[src/rtl/drd_pkg.sv]
// ----------------------------------------------------------------------------
// drd_pkg: shared types and constants for the display resize debouncer
// Payload structs, configuration register indexes and reset values.
// ----------------------------------------------------------------------------
`default_nettype none

package drd_pkg;

	// Poll counter wraps after this many polls
	localparam int unsigned POLL_PERIOD = 64;
	localparam int unsigned POLL_W      = (POLL_PERIOD > 1) ? $clog2(POLL_PERIOD) : 1;

	localparam int unsigned DIM_W   = 16;
	localparam int unsigned COUNT_W = 4;
	localparam int unsigned IDX_W   = 8;

	// Configuration register indexes
	localparam logic [IDX_W-1:0] REG_ADAPTIVE_ENABLE = 8'd0;
	localparam logic [IDX_W-1:0] REG_MAX_WIDTH       = 8'd1;
	localparam logic [IDX_W-1:0] REG_MAX_HEIGHT      = 8'd2;
	localparam logic [IDX_W-1:0] REG_DEFAULT_WIDTH   = 8'd3;
	localparam logic [IDX_W-1:0] REG_DEFAULT_HEIGHT  = 8'd4;
	localparam logic [IDX_W-1:0] REG_STABLE_POLLS    = 8'd5;

	// Register reset values
	localparam logic [DIM_W-1:0]   RST_MAX_WIDTH      = 16'd4096;
	localparam logic [DIM_W-1:0]   RST_MAX_HEIGHT     = 16'd2160;
	localparam logic [DIM_W-1:0]   RST_DEFAULT_WIDTH  = 16'd1024;
	localparam logic [DIM_W-1:0]   RST_DEFAULT_HEIGHT = 16'd768;
	localparam logic [COUNT_W-1:0] RST_STABLE_POLLS   = 4'd3;

	typedef struct packed {
		logic             change_event;
		logic             isr_config_bit;
		logic             query_ok;
		logic             display_on;
		logic [DIM_W-1:0] reply_width;
		logic [DIM_W-1:0] reply_height;
		logic             apply_ok;
	} poll_in_t;

	typedef struct packed {
		logic             event_ack;
		logic             query_made;
		logic             resize_request;
		logic [DIM_W-1:0] target_width;
		logic [DIM_W-1:0] target_height;
		logic [DIM_W-1:0] shown_width;
		logic [DIM_W-1:0] shown_height;
	} poll_out_t;

endpackage

`default_nettype wire

[src/rtl/display_resize_debouncer_core.sv]
// ----------------------------------------------------------------------------
// display_resize_debouncer_core: poll-driven display size tracker
// Queries the display size on events, ISR bit or poll wrap, clamps it and
// requests a resize once a new size has been stable for enough polls.
// ----------------------------------------------------------------------------
//  channel | direction | handshake            | payload
//  in      | input     | in_valid / in_ready   | in_data  (drd_pkg::poll_in_t)
//  out     | output    | out_valid / out_ready | out_data (drd_pkg::poll_out_t)
//  cfg     | input     | cfg_valid / cfg_ready | cfg_index, cfg_data
//
//  One poll request per cycle unless out stalls; a request passes the input
//  register, then the result register. State is updated, in adaptive mode,
//  as a request leaves the input register. A stall on out holds the result
//  and, once the input register is also full, drops in_ready. cfg_ready is
//  always high. Reset restores register defaults, clears all tracking state.
// ----------------------------------------------------------------------------
`default_nettype none

module display_resize_debouncer_core (
	input  wire                                clk,
	input  wire                                arst_n,
	input  wire                                in_valid,
	output logic                               in_ready,
	input  wire  drd_pkg::poll_in_t            in_data,
	output logic                               out_valid,
	input  wire                                out_ready,
	output drd_pkg::poll_out_t                 out_data,
	input  wire                                cfg_valid,
	output logic                               cfg_ready,
	input  wire  [drd_pkg::IDX_W-1:0]          cfg_index,
	input  wire  [drd_pkg::DIM_W-1:0]          cfg_data
);

	// Configuration registers
	logic                          adaptive_enable_q;
	logic [drd_pkg::DIM_W-1:0]     max_width_q, max_height_q;
	logic [drd_pkg::DIM_W-1:0]     default_width_q, default_height_q;
	logic [drd_pkg::COUNT_W-1:0]   stable_polls_q;

	// Tracking state
	logic [drd_pkg::DIM_W-1:0]     applied_width_q, applied_height_q;
	logic [drd_pkg::DIM_W-1:0]     candidate_width_q, candidate_height_q;
	logic [drd_pkg::COUNT_W-1:0]   match_count_q;
	logic [drd_pkg::POLL_W-1:0]    poll_count_q;

	// Input stage
	logic                          valid_s1;
	drd_pkg::poll_in_t             data_s1;

	// Next-state and result logic
	logic                          advance;
	logic [drd_pkg::POLL_W-1:0]    poll_next;
	logic [drd_pkg::DIM_W-1:0]     w_sel, h_sel, w_clamp, h_clamp;
	logic [drd_pkg::DIM_W-1:0]     applied_w_nx, applied_h_nx, cand_w_nx, cand_h_nx;
	logic [drd_pkg::COUNT_W-1:0]   match_nx;
	logic                          query;
	drd_pkg::poll_out_t            result;

	assign cfg_ready = 1'b1;
	assign advance   = valid_s1 && (!out_valid || out_ready);
	assign in_ready  = !valid_s1 || advance;

	// Configuration writes
	always_ff @(posedge clk or negedge arst_n) begin
		if (!arst_n) begin
			adaptive_enable_q <= 1'b1;
			max_width_q       <= drd_pkg::RST_MAX_WIDTH;
			max_height_q      <= drd_pkg::RST_MAX_HEIGHT;
			default_width_q   <= drd_pkg::RST_DEFAULT_WIDTH;
			default_height_q  <= drd_pkg::RST_DEFAULT_HEIGHT;
			stable_polls_q    <= drd_pkg::RST_STABLE_POLLS;
		end else if (cfg_valid) begin
			case (cfg_index)
				drd_pkg::REG_ADAPTIVE_ENABLE: adaptive_enable_q <= cfg_data[0];
				drd_pkg::REG_MAX_WIDTH:       max_width_q       <= cfg_data;
				drd_pkg::REG_MAX_HEIGHT:      max_height_q      <= cfg_data;
				drd_pkg::REG_DEFAULT_WIDTH:   default_width_q   <= cfg_data;
				drd_pkg::REG_DEFAULT_HEIGHT:  default_height_q  <= cfg_data;
				drd_pkg::REG_STABLE_POLLS:    stable_polls_q    <= cfg_data[drd_pkg::COUNT_W-1:0];
				default: ;
			endcase
		end
	end

	// Input register
	always_ff @(posedge clk or negedge arst_n) begin
		if (!arst_n) begin
			valid_s1 <= 1'b0;
		end else if (in_ready) begin
			valid_s1 <= in_valid;
		end
	end

	always_ff @(posedge clk) begin
		if (in_ready && in_valid) begin
			data_s1 <= in_data;
		end
	end

	// Poll counter wrap
	always_comb begin
		if (poll_count_q == drd_pkg::POLL_W'(drd_pkg::POLL_PERIOD - 1)) begin
			poll_next = '0;
		end else begin
			poll_next = poll_count_q + 1'b1;
		end
	end

	// Fallback to default size, then clamp
	always_comb begin
		if (!data_s1.display_on || data_s1.reply_width == '0 || data_s1.reply_height == '0) begin
			w_sel = default_width_q;
			h_sel = default_height_q;
		end else begin
			w_sel = data_s1.reply_width;
			h_sel = data_s1.reply_height;
		end
		w_clamp = (w_sel > max_width_q)  ? max_width_q  : w_sel;
		h_clamp = (h_sel > max_height_q) ? max_height_q : h_sel;
	end

	// Staging of the candidate size and the result
	always_comb begin
		applied_w_nx = applied_width_q;
		applied_h_nx = applied_height_q;
		cand_w_nx    = candidate_width_q;
		cand_h_nx    = candidate_height_q;
		match_nx     = match_count_q;
		query        = data_s1.change_event || data_s1.isr_config_bit || poll_next == '0;
		result       = '0;

		if (adaptive_enable_q) begin
			result.event_ack  = data_s1.change_event;
			result.query_made = query;
			if (query && data_s1.query_ok) begin
				if (w_clamp == applied_width_q && h_clamp == applied_height_q) begin
					cand_w_nx = '0;
					cand_h_nx = '0;
					match_nx  = '0;
				end else if (w_clamp != candidate_width_q || h_clamp != candidate_height_q) begin
					cand_w_nx = w_clamp;
					cand_h_nx = h_clamp;
					match_nx  = drd_pkg::COUNT_W'(1);
				end else if (match_count_q < stable_polls_q) begin
					match_nx = match_count_q + 1'b1;
				end else begin
					result.resize_request = 1'b1;
					result.target_width   = w_clamp;
					result.target_height  = h_clamp;
					if (data_s1.apply_ok) begin
						applied_w_nx = w_clamp;
						applied_h_nx = h_clamp;
						cand_w_nx    = '0;
						cand_h_nx    = '0;
						match_nx     = '0;
					end
				end
			end
		end
		result.shown_width  = applied_w_nx;
		result.shown_height = applied_h_nx;
	end

	// State update as a request leaves the input stage, in adaptive mode
	always_ff @(posedge clk or negedge arst_n) begin
		if (!arst_n) begin
			applied_width_q    <= '0;
			applied_height_q   <= '0;
			candidate_width_q  <= '0;
			candidate_height_q <= '0;
			match_count_q      <= '0;
			poll_count_q       <= '0;
		end else if (advance && adaptive_enable_q) begin
			applied_width_q    <= applied_w_nx;
			applied_height_q   <= applied_h_nx;
			candidate_width_q  <= cand_w_nx;
			candidate_height_q <= cand_h_nx;
			match_count_q      <= match_nx;
			poll_count_q       <= poll_next;
		end
	end

	// Result register
	always_ff @(posedge clk or negedge arst_n) begin
		if (!arst_n) begin
			out_valid <= 1'b0;
		end else if (!out_valid || out_ready) begin
			out_valid <= valid_s1;
		end
	end

	always_ff @(posedge clk) begin
		if (advance) begin
			out_data <= result;
		end
	end

	// Checks
	a_req_needs_query: assert property (@(posedge clk) disable iff (!arst_n)
		out_valid && out_data.resize_request |-> out_data.query_made)
		else $error("resize requested without a query");

	a_target_zero: assert property (@(posedge clk) disable iff (!arst_n)
		out_valid && !out_data.resize_request |->
			out_data.target_width == '0 && out_data.target_height == '0)
		else $error("target size set without a resize request");

	a_ack_needs_query: assert property (@(posedge clk) disable iff (!arst_n)
		out_valid && out_data.event_ack |-> out_data.query_made)
		else $error("event acknowledged without a query");

	a_candidate_clear: assert property (@(posedge clk) disable iff (!arst_n)
		match_count_q == '0 |-> candidate_width_q == '0 && candidate_height_q == '0)
		else $error("candidate held with zero match count");

	a_stall_blocks_input: assert property (@(posedge clk) disable iff (!arst_n)
		!in_ready |-> valid_s1 && out_valid && !out_ready)
		else $error("input stalled with room in the pipeline");

endmodule

`default_nettype wire

[config.mk]
export PLATFORM = sky130hd
export DESIGN_NAME = display_resize_debouncer_core
export DESIGN_NICKNAME = d
export VERILOG_FILES = /design/src/rtl/drd_pkg.sv /design/src/rtl/display_resize_debouncer_core.sv
export SDC_FILE = /design/constraint.sdc
export NUM_CORES = 1
export LEC_CHECK = 0
export ABC_CLOCK_PERIOD_IN_PS = 7600
export BUFFER_PORTS_ARGS = -buffer_cell sky130_fd_sc_hd__buf_2
export CAP_MARGIN = 10
export CORE_MARGIN = 2
export CORE_UTILIZATION = 35
export DETAILED_ROUTE_END_ITERATION = 7
export GPL_TIMING_DRIVEN = 0
export PLACE_DENSITY = 0.55
export SYNTH_ARGS = -nofsm -noshare
export SYNTH_HDL_FRONTEND = slang
export SYNTH_SLANG_ARGS = --single-unit
export TNS_END_PERCENT = 5
[constraint.sdc]
create_clock -name clk -period 7.6 [get_ports clk]
set_input_delay 0.76 -clock clk [delete_from_list [all_inputs] [get_ports clk]]
set_output_delay 0.76 -clock clk [all_outputs]
set_load 0.05 [all_outputs]
After elaboration in Yosys (flattened, before gate mapping). Cells that the tools add are included.

Logic and storage cells: 105. Flip-flop bits (word level): 249. Bits of input ports: 66. Output and inout bits: 70.

Equal/unequal tests: 11. Order comparisons: 3. Muxes and demuxes: 28. $add $sub $neg: 2. Reduce and logical (&&, ||, !) cells: 31. Bitwise operators: 2.

Operators with widths (number): 16-bit two-way mux (22); 33-bit two-way mux (1); 16-bit equality test (2); 16-bit > comparator (2); 16-bit logical NOT (2); 16-bit inequality test (2); 8-bit by 2-bit equality test with 1-bit output, second input constant (2); 8-bit by 3-bit equality test with 1-bit output, second input constant (2); 4-bit two-way mux (4); 2-bit AND reduction (6); 8-bit by 1-bit equality test with 1-bit output, second input constant (1); 8-bit logical NOT (1); 1-bit logical OR (7); 6-bit by 1-bit adder with 6-bit output, second input constant (1); 6-bit equality test, second input constant (1); 6-bit logical NOT (1); 6-bit two-way mux (1); 1-bit logical AND (5); 5-bit AND reduction (1); 5-bit OR reduction (1); 4-bit by 1-bit adder with 4-bit output, second input constant (1); 4-bit less-than comparator (1); 4-bit AND reduction (1); 4-bit nonzero test (1); 5 further kinds (8).

Logic depth before layout (Yosys ltp).
Depth after elaboration: 12. Depth in mapped cells: 24. Mapped depth without buffers: 17.

Least setup slack after synthesis. Ideal clock, no wire load.

Path kind: register to register. Start: register data_s1[13] (netlist name). End: register out_data[10] (netlist name) (data pin). Arrival time: 5.295 ns. Cell stages (with the launch flop): 23. Buffers on the path: 5. Clock period less this slack: 5.555 ns. Required time: 7.340 ns. Library setup time: 0.260 ns. Slack: 2.045 ns. Cells stage by stage: edfxtp_1 > nor4_1 > nand4_1 > nand3_2 > buf_4 > mux2i_1 > inv_1 > ha_1 > nor2b_1 > o211ai_1 > a2111o_1 > a31o_1 > buf_6 > mux2i_2 > o22ai_1 > or4_1 > nor4_1 > and3_1 > buf_2 > and4_1 > buf_6 > buf_6 > mux2_4.

Longest elaborated chain between the ends: 11. Elaborated cells between the ends (all ways): 20. Those cells by class: 2 x order compare; 4 x eq/ne; 10 x mux; 4 x reduce/logical.

RTL lines: start: declaration (line display_resize_debouncer_core.sv:48) `drd_pkg::poll_in_t data_s1;`; start signal: assignment (line display_resize_debouncer_core.sv:96) `data_s1 <= in_data;`; 16-bit logical NOT (line display_resize_debouncer_core.sv:111) `if (!data_s1.display_on || data_s1.reply_width == '0 || data_s1.reply_height == '0) begin`; 1-bit logical OR (line display_resize_debouncer_core.sv:111); 16-bit two-way mux (line display_resize_debouncer_core.sv:111); 16-bit > comparator (on tied branches) (line display_resize_debouncer_core.sv:118, display_resize_debouncer_core.sv:119); 16-bit two-way mux (on tied branches) (line display_resize_debouncer_core.sv:118, display_resize_debouncer_core.sv:119); 16-bit inequality test or 16-bit two-way mux (tied branches) (line display_resize_debouncer_core.sv:140, display_resize_debouncer_core.sv:150); 1-bit logical OR or 16-bit two-way mux (tied branches) (line display_resize_debouncer_core.sv:140, display_resize_debouncer_core.sv:144); 16-bit two-way mux (line display_resize_debouncer_core.sv:140) `end else if (w_clamp != candidate_width_q || h_clamp != candidate_height_q) begin`; 16-bit two-way mux (*) (line display_resize_debouncer_core.sv:136) `if (w_clamp == applied_width_q && h_clamp == applied_height_q) begin`; 16-bit two-way mux (*) (line display_resize_debouncer_core.sv:135) `if (query && data_s1.query_ok) begin`; 16-bit two-way mux (*) (line display_resize_debouncer_core.sv:132) `if (adaptive_enable_q) begin`; named net applied_h_nx (one bit) (line display_resize_debouncer_core.sv:54) `logic [drd_pkg::DIM_W-1:0] applied_w_nx, applied_h_nx, cand_w_nx, cand_h_nx;`; end signal: assignment (line display_resize_debouncer_core.sv:194) `out_data <= result;`; end: declaration (line display_resize_debouncer_core.sv:27) `output drd_pkg::poll_out_t out_data,`.

Mark *: on every way through the listed nets, which the timed path passes. The rest lies on a longest branch. A chain may end at the register's enable or synchronous reset.

Worst setup path after layout.
Start: register data_s1[1] (netlist name). End: register out_data[53] (netlist name) (data pin).

Longest elaborated chain between the ends: 8. Elaborated cells between the ends (all ways): 15. Those cells by class: 2 x order compare; 4 x eq/ne; 4 x mux; 5 x reduce/logical.

RTL lines (line): 16-bit logical NOT (display_resize_debouncer_core.sv:111); 1-bit logical OR (display_resize_debouncer_core.sv:111); 16-bit two-way mux (display_resize_debouncer_core.sv:111); 16-bit > comparator (on tied branches) (display_resize_debouncer_core.sv:118, display_resize_debouncer_core.sv:119); 16-bit two-way mux (on tied branches) (display_resize_debouncer_core.sv:118, display_resize_debouncer_core.sv:119); 16-bit equality test or 16-bit inequality test (tied branches) (display_resize_debouncer_core.sv:136, display_resize_debouncer_core.sv:140); 1-bit logical AND or 1-bit logical OR (tied branches) (display_resize_debouncer_core.sv:136, display_resize_debouncer_core.sv:140); 5-bit OR reduction (no source line).

Several ways; a longest one is shown, not always the timed one.

==> results.yml <==
critical_path:
  path_buf_inv: 5
  r2r_cells: 20
  critPathKind: "flop to flop"
  crit_slowest_cell: "mux2i_1"
  r2r_setup_slack_ps: 450
  arrival_ps: 7430
  cp_top_family: "simple AND/OR/NAND/NOR gates"
  r2r_start: "data_s1[1]"
  worstPathCellList: "nor4_1 > nand4_1 > nand3_2 > buf_6 > buf_6 > mux2_2 > ha_1 > nand4_1 > inv_1 > a221o_1 > o31ai_2 > buf_2 > mux2i_1 > o22a_1 > o221ai_1 > nor4_2 > nand3_2 > nand3_1 > clkbuf_1 > nor2_1"
  rr_endpoint: "out_data[53]"
  cpPeakStageDelay_ps: 700
  worstPathMaxFanout: 10
  cp-end-kind: "flop"
  cp.required_ps: 7870
  start_kind: "flop"
synthesis:
  synth_ff_type: "dfrtp_1"
  ys_types: 72
  async_flop_share: 0.582
  synth_compound_area_frac: 0.126
  synth_nets: 1130
  synth-edff-count: 104
  synth-xor-area-share: 0.0152
  netlist_area_um2: 12700
  synthCells: 1027
  ys.warnings.count: 0
  ys_seq_elements: 249
  synth.area.top_cells: "dfrtp_1 26%, edfxtp_1 25%, mux2_2 7.8%"
  avgSynthCellArea_um2: 12.4
  synthMuxAreaShare: 0.164
  synth_most_common_cell: "dfrtp_1"
  synth_common_cells: "134 x dfrtp_1, 104 x edfxtp_1, 88 x mux2_2, 78 x inv_1, 57 x mux2i_1"
  synth-adder-area-share: 0.0365
  synth_top_cell_by_area: "dfrtp_1"
  synth_simple_gate_area_frac: 0.0824
  synth_top_family_by_area: "multiplexers"
  seq_area_frac_synth: 0.533
  synth_top_area_share: 0.264
pwr:
  p_per_area_nw_per_um2: 232
  power.switching_w: 0.000985
  p_comb_frac: 0.149
  power.total_w: 0.00348
  peakVddDrop_v: 0.000158
  pwr-share-seq: 0.440
  switching_share: 0.283
  p_int_w: 0.00249
  pwr-share-clk: 0.411
  leakage_nw: 6.49
grt:
  grt_pass1_vias: 8819
  grt_pass1_wl_um: 57500
  antenna_found_initial: 0
  grt_use_total: 0.201
  grt_max_degree: 91
  overflow: 0
clock_tree:
  cts_resized: 0
  cts_buffer_depth: 3
  cts_tree: "yes"
  htreeDepth: 1
  post_cts_buffers: 0
  clock_sinks: 249
  cts_buffers: 28
  root_buffer: "clkbuf_16"
  postCtsHoldBufs: 0
  worstSkewPairLatency_ps: 560
  clk_pin_slew_ps: 60
sta:
  min_period_ps: 7150
  hold_viol: 0
  min_period_over_period: 0.941
  slew_violations: 0
  finalSetupTns_ps: 0
  fmax_mhz: 140
  setup_viol: 0
  relSlewSlack: 0.313
  whs_ps: 123
  fin_skew_ps: 11.5
  tightestPinTransition_ps: 1030
  rsz0062_at_grt: "false"
die:
  die-area_um2: 37800
  die_h_um: 194
  die_x_um: 194
  ioPinCount: 136
  rows: 69
  coreArea_um2: 35700
  initial_core_util: 0.356
cells_and_area:
  drive_above_1_share: 0.299
  syn_to_final_growth_pct: 18.2
  fill_cells: 3424
  final_nets: 1297
  instances_no_fill: 1677
  antennaDiodeCount: 0
  final_core_util: 0.421
place:
  io_buffers: 134
  dpl.cell_count: 1625
  dp_hpwl_um: 28900
  place_congestion: 0.905
status:
  outcome: "finished with violations"
  violations: "design-rule violations"
run:
  maxCapViolCount: 0
detailed_routing:
  dr_total_vias: 9096
  routed_wl_um: 38300
  post_drt_wl_per_cell_um: 22.8
  drc: 11
  detail_route.iter0.violations: 838
  first_pass_iters: 8
  antenna_left: 0
  via_per_inst: 5.42
hold_path:
  hold_class: "input port to asynchronous set/reset pin"
## power by group through the flow
| stage | combinational (W) | sequential, W | clock, W |
|---|---|---|---|
| after floorplan | 0.000271 | 0.00161 | 0 |
| after global placement | 0.000501 | 0.00156 | 0 |
| after detailed placement | 0.000511 | 0.00155 | 0 |
| after CTS | 0.000514 | 0.00153 | 0.00146 |
| after global routing | 0.000558 | 0.00154 | 0.00151 |
| final | 0.000519 | 0.00153 | 0.00143 |
## worst max-delay path by stage
stage	startpoint	end	slack, ps	cells past startpoint
after global routing	data_s1[1]	out_data[53]	5	20
after global placement	data_s1[1]	out_data[38]	290	23
final	data_s1[1]	out_data[53]	450	20
after CTS	data_s1[1]	out_data[38]	180	21
after detailed placement	data_s1[1]	out_data[38]	190	21
after floorplan	data_s1[13]	out_data[10]	2040	22
## per-stage QoR
| stage | worst slack (ps) | cell area, um2 |
|---|---|---|
| 6_report | 445 | 15000 |
| 5_1_grt | 5.07 | 15000 |
| 4_1_cts | 179 | 15000 |
| 3_5_place_dp | 192 | 14000 |
| 3_3_place_gp | 295 | 13900 |
| 2_1_floorplan | 2040 | 12700 |
## metal layers
| layer | global-route usage | wire, um |
|---|---|---|
| met1 | 0.304 | 18500 |
| met2 | 0.306 | 16700 |
| met3 | 0.0271 | 2300 |
| met4 | 0.0450 | 733 |
| met5 | 0 | 0 |
## area by class of cell
class | count | area, um2 | area share
inverters | 78 | 293 | 0.0195
multi-input cells | 661 | 5420 | 0.361
repair buffers | 137 | 741 | 0.0494
flip-flops and latches | 249 | 6770 | 0.451
well taps | 461 | 577 | 0.0384
clock buffers | 31 | 743 | 0.0495
clock inverters | 21 | 213 | 0.0142
plain buffers | 39 | 253 | 0.0168
## flip-flops by register name, indices dropped and copies added, names as in the netlist, 6 cells and up
signal,cells
candidate_width_q,16
data_s1,37
applied_height_q,16
candidate_height_q,16
default_height_q,16
out_data,67
max_height_q,16
poll_count_q,6
default_width_q,16
max_width_q,16
applied_width_q,16
## cell usage in the layout (no fill, tap or decap), types with 33 or more instances in the layout
cell type,n
a22o_1,34
buf_2,142
o21ai_0,38
dfrtp_1,134
edfxtp_1,104
nand2_1,52
mux2_4,33
ha_1,37
mux2i_1,54
nor2_1,53
inv_1,78
mux2_2,88
## cell families (layout without fill, tap and decap cells)
kind of cell,Yosys count,in the layout
buf+inv,117,306
flops,249,249
compound gates,217,217
mux,180,180
other cells,1,1
simple gates,204,204
fa+ha+maj,37,37
xor+xnor,22,22
Note: power is estimated with default switching activity, not from simulation.
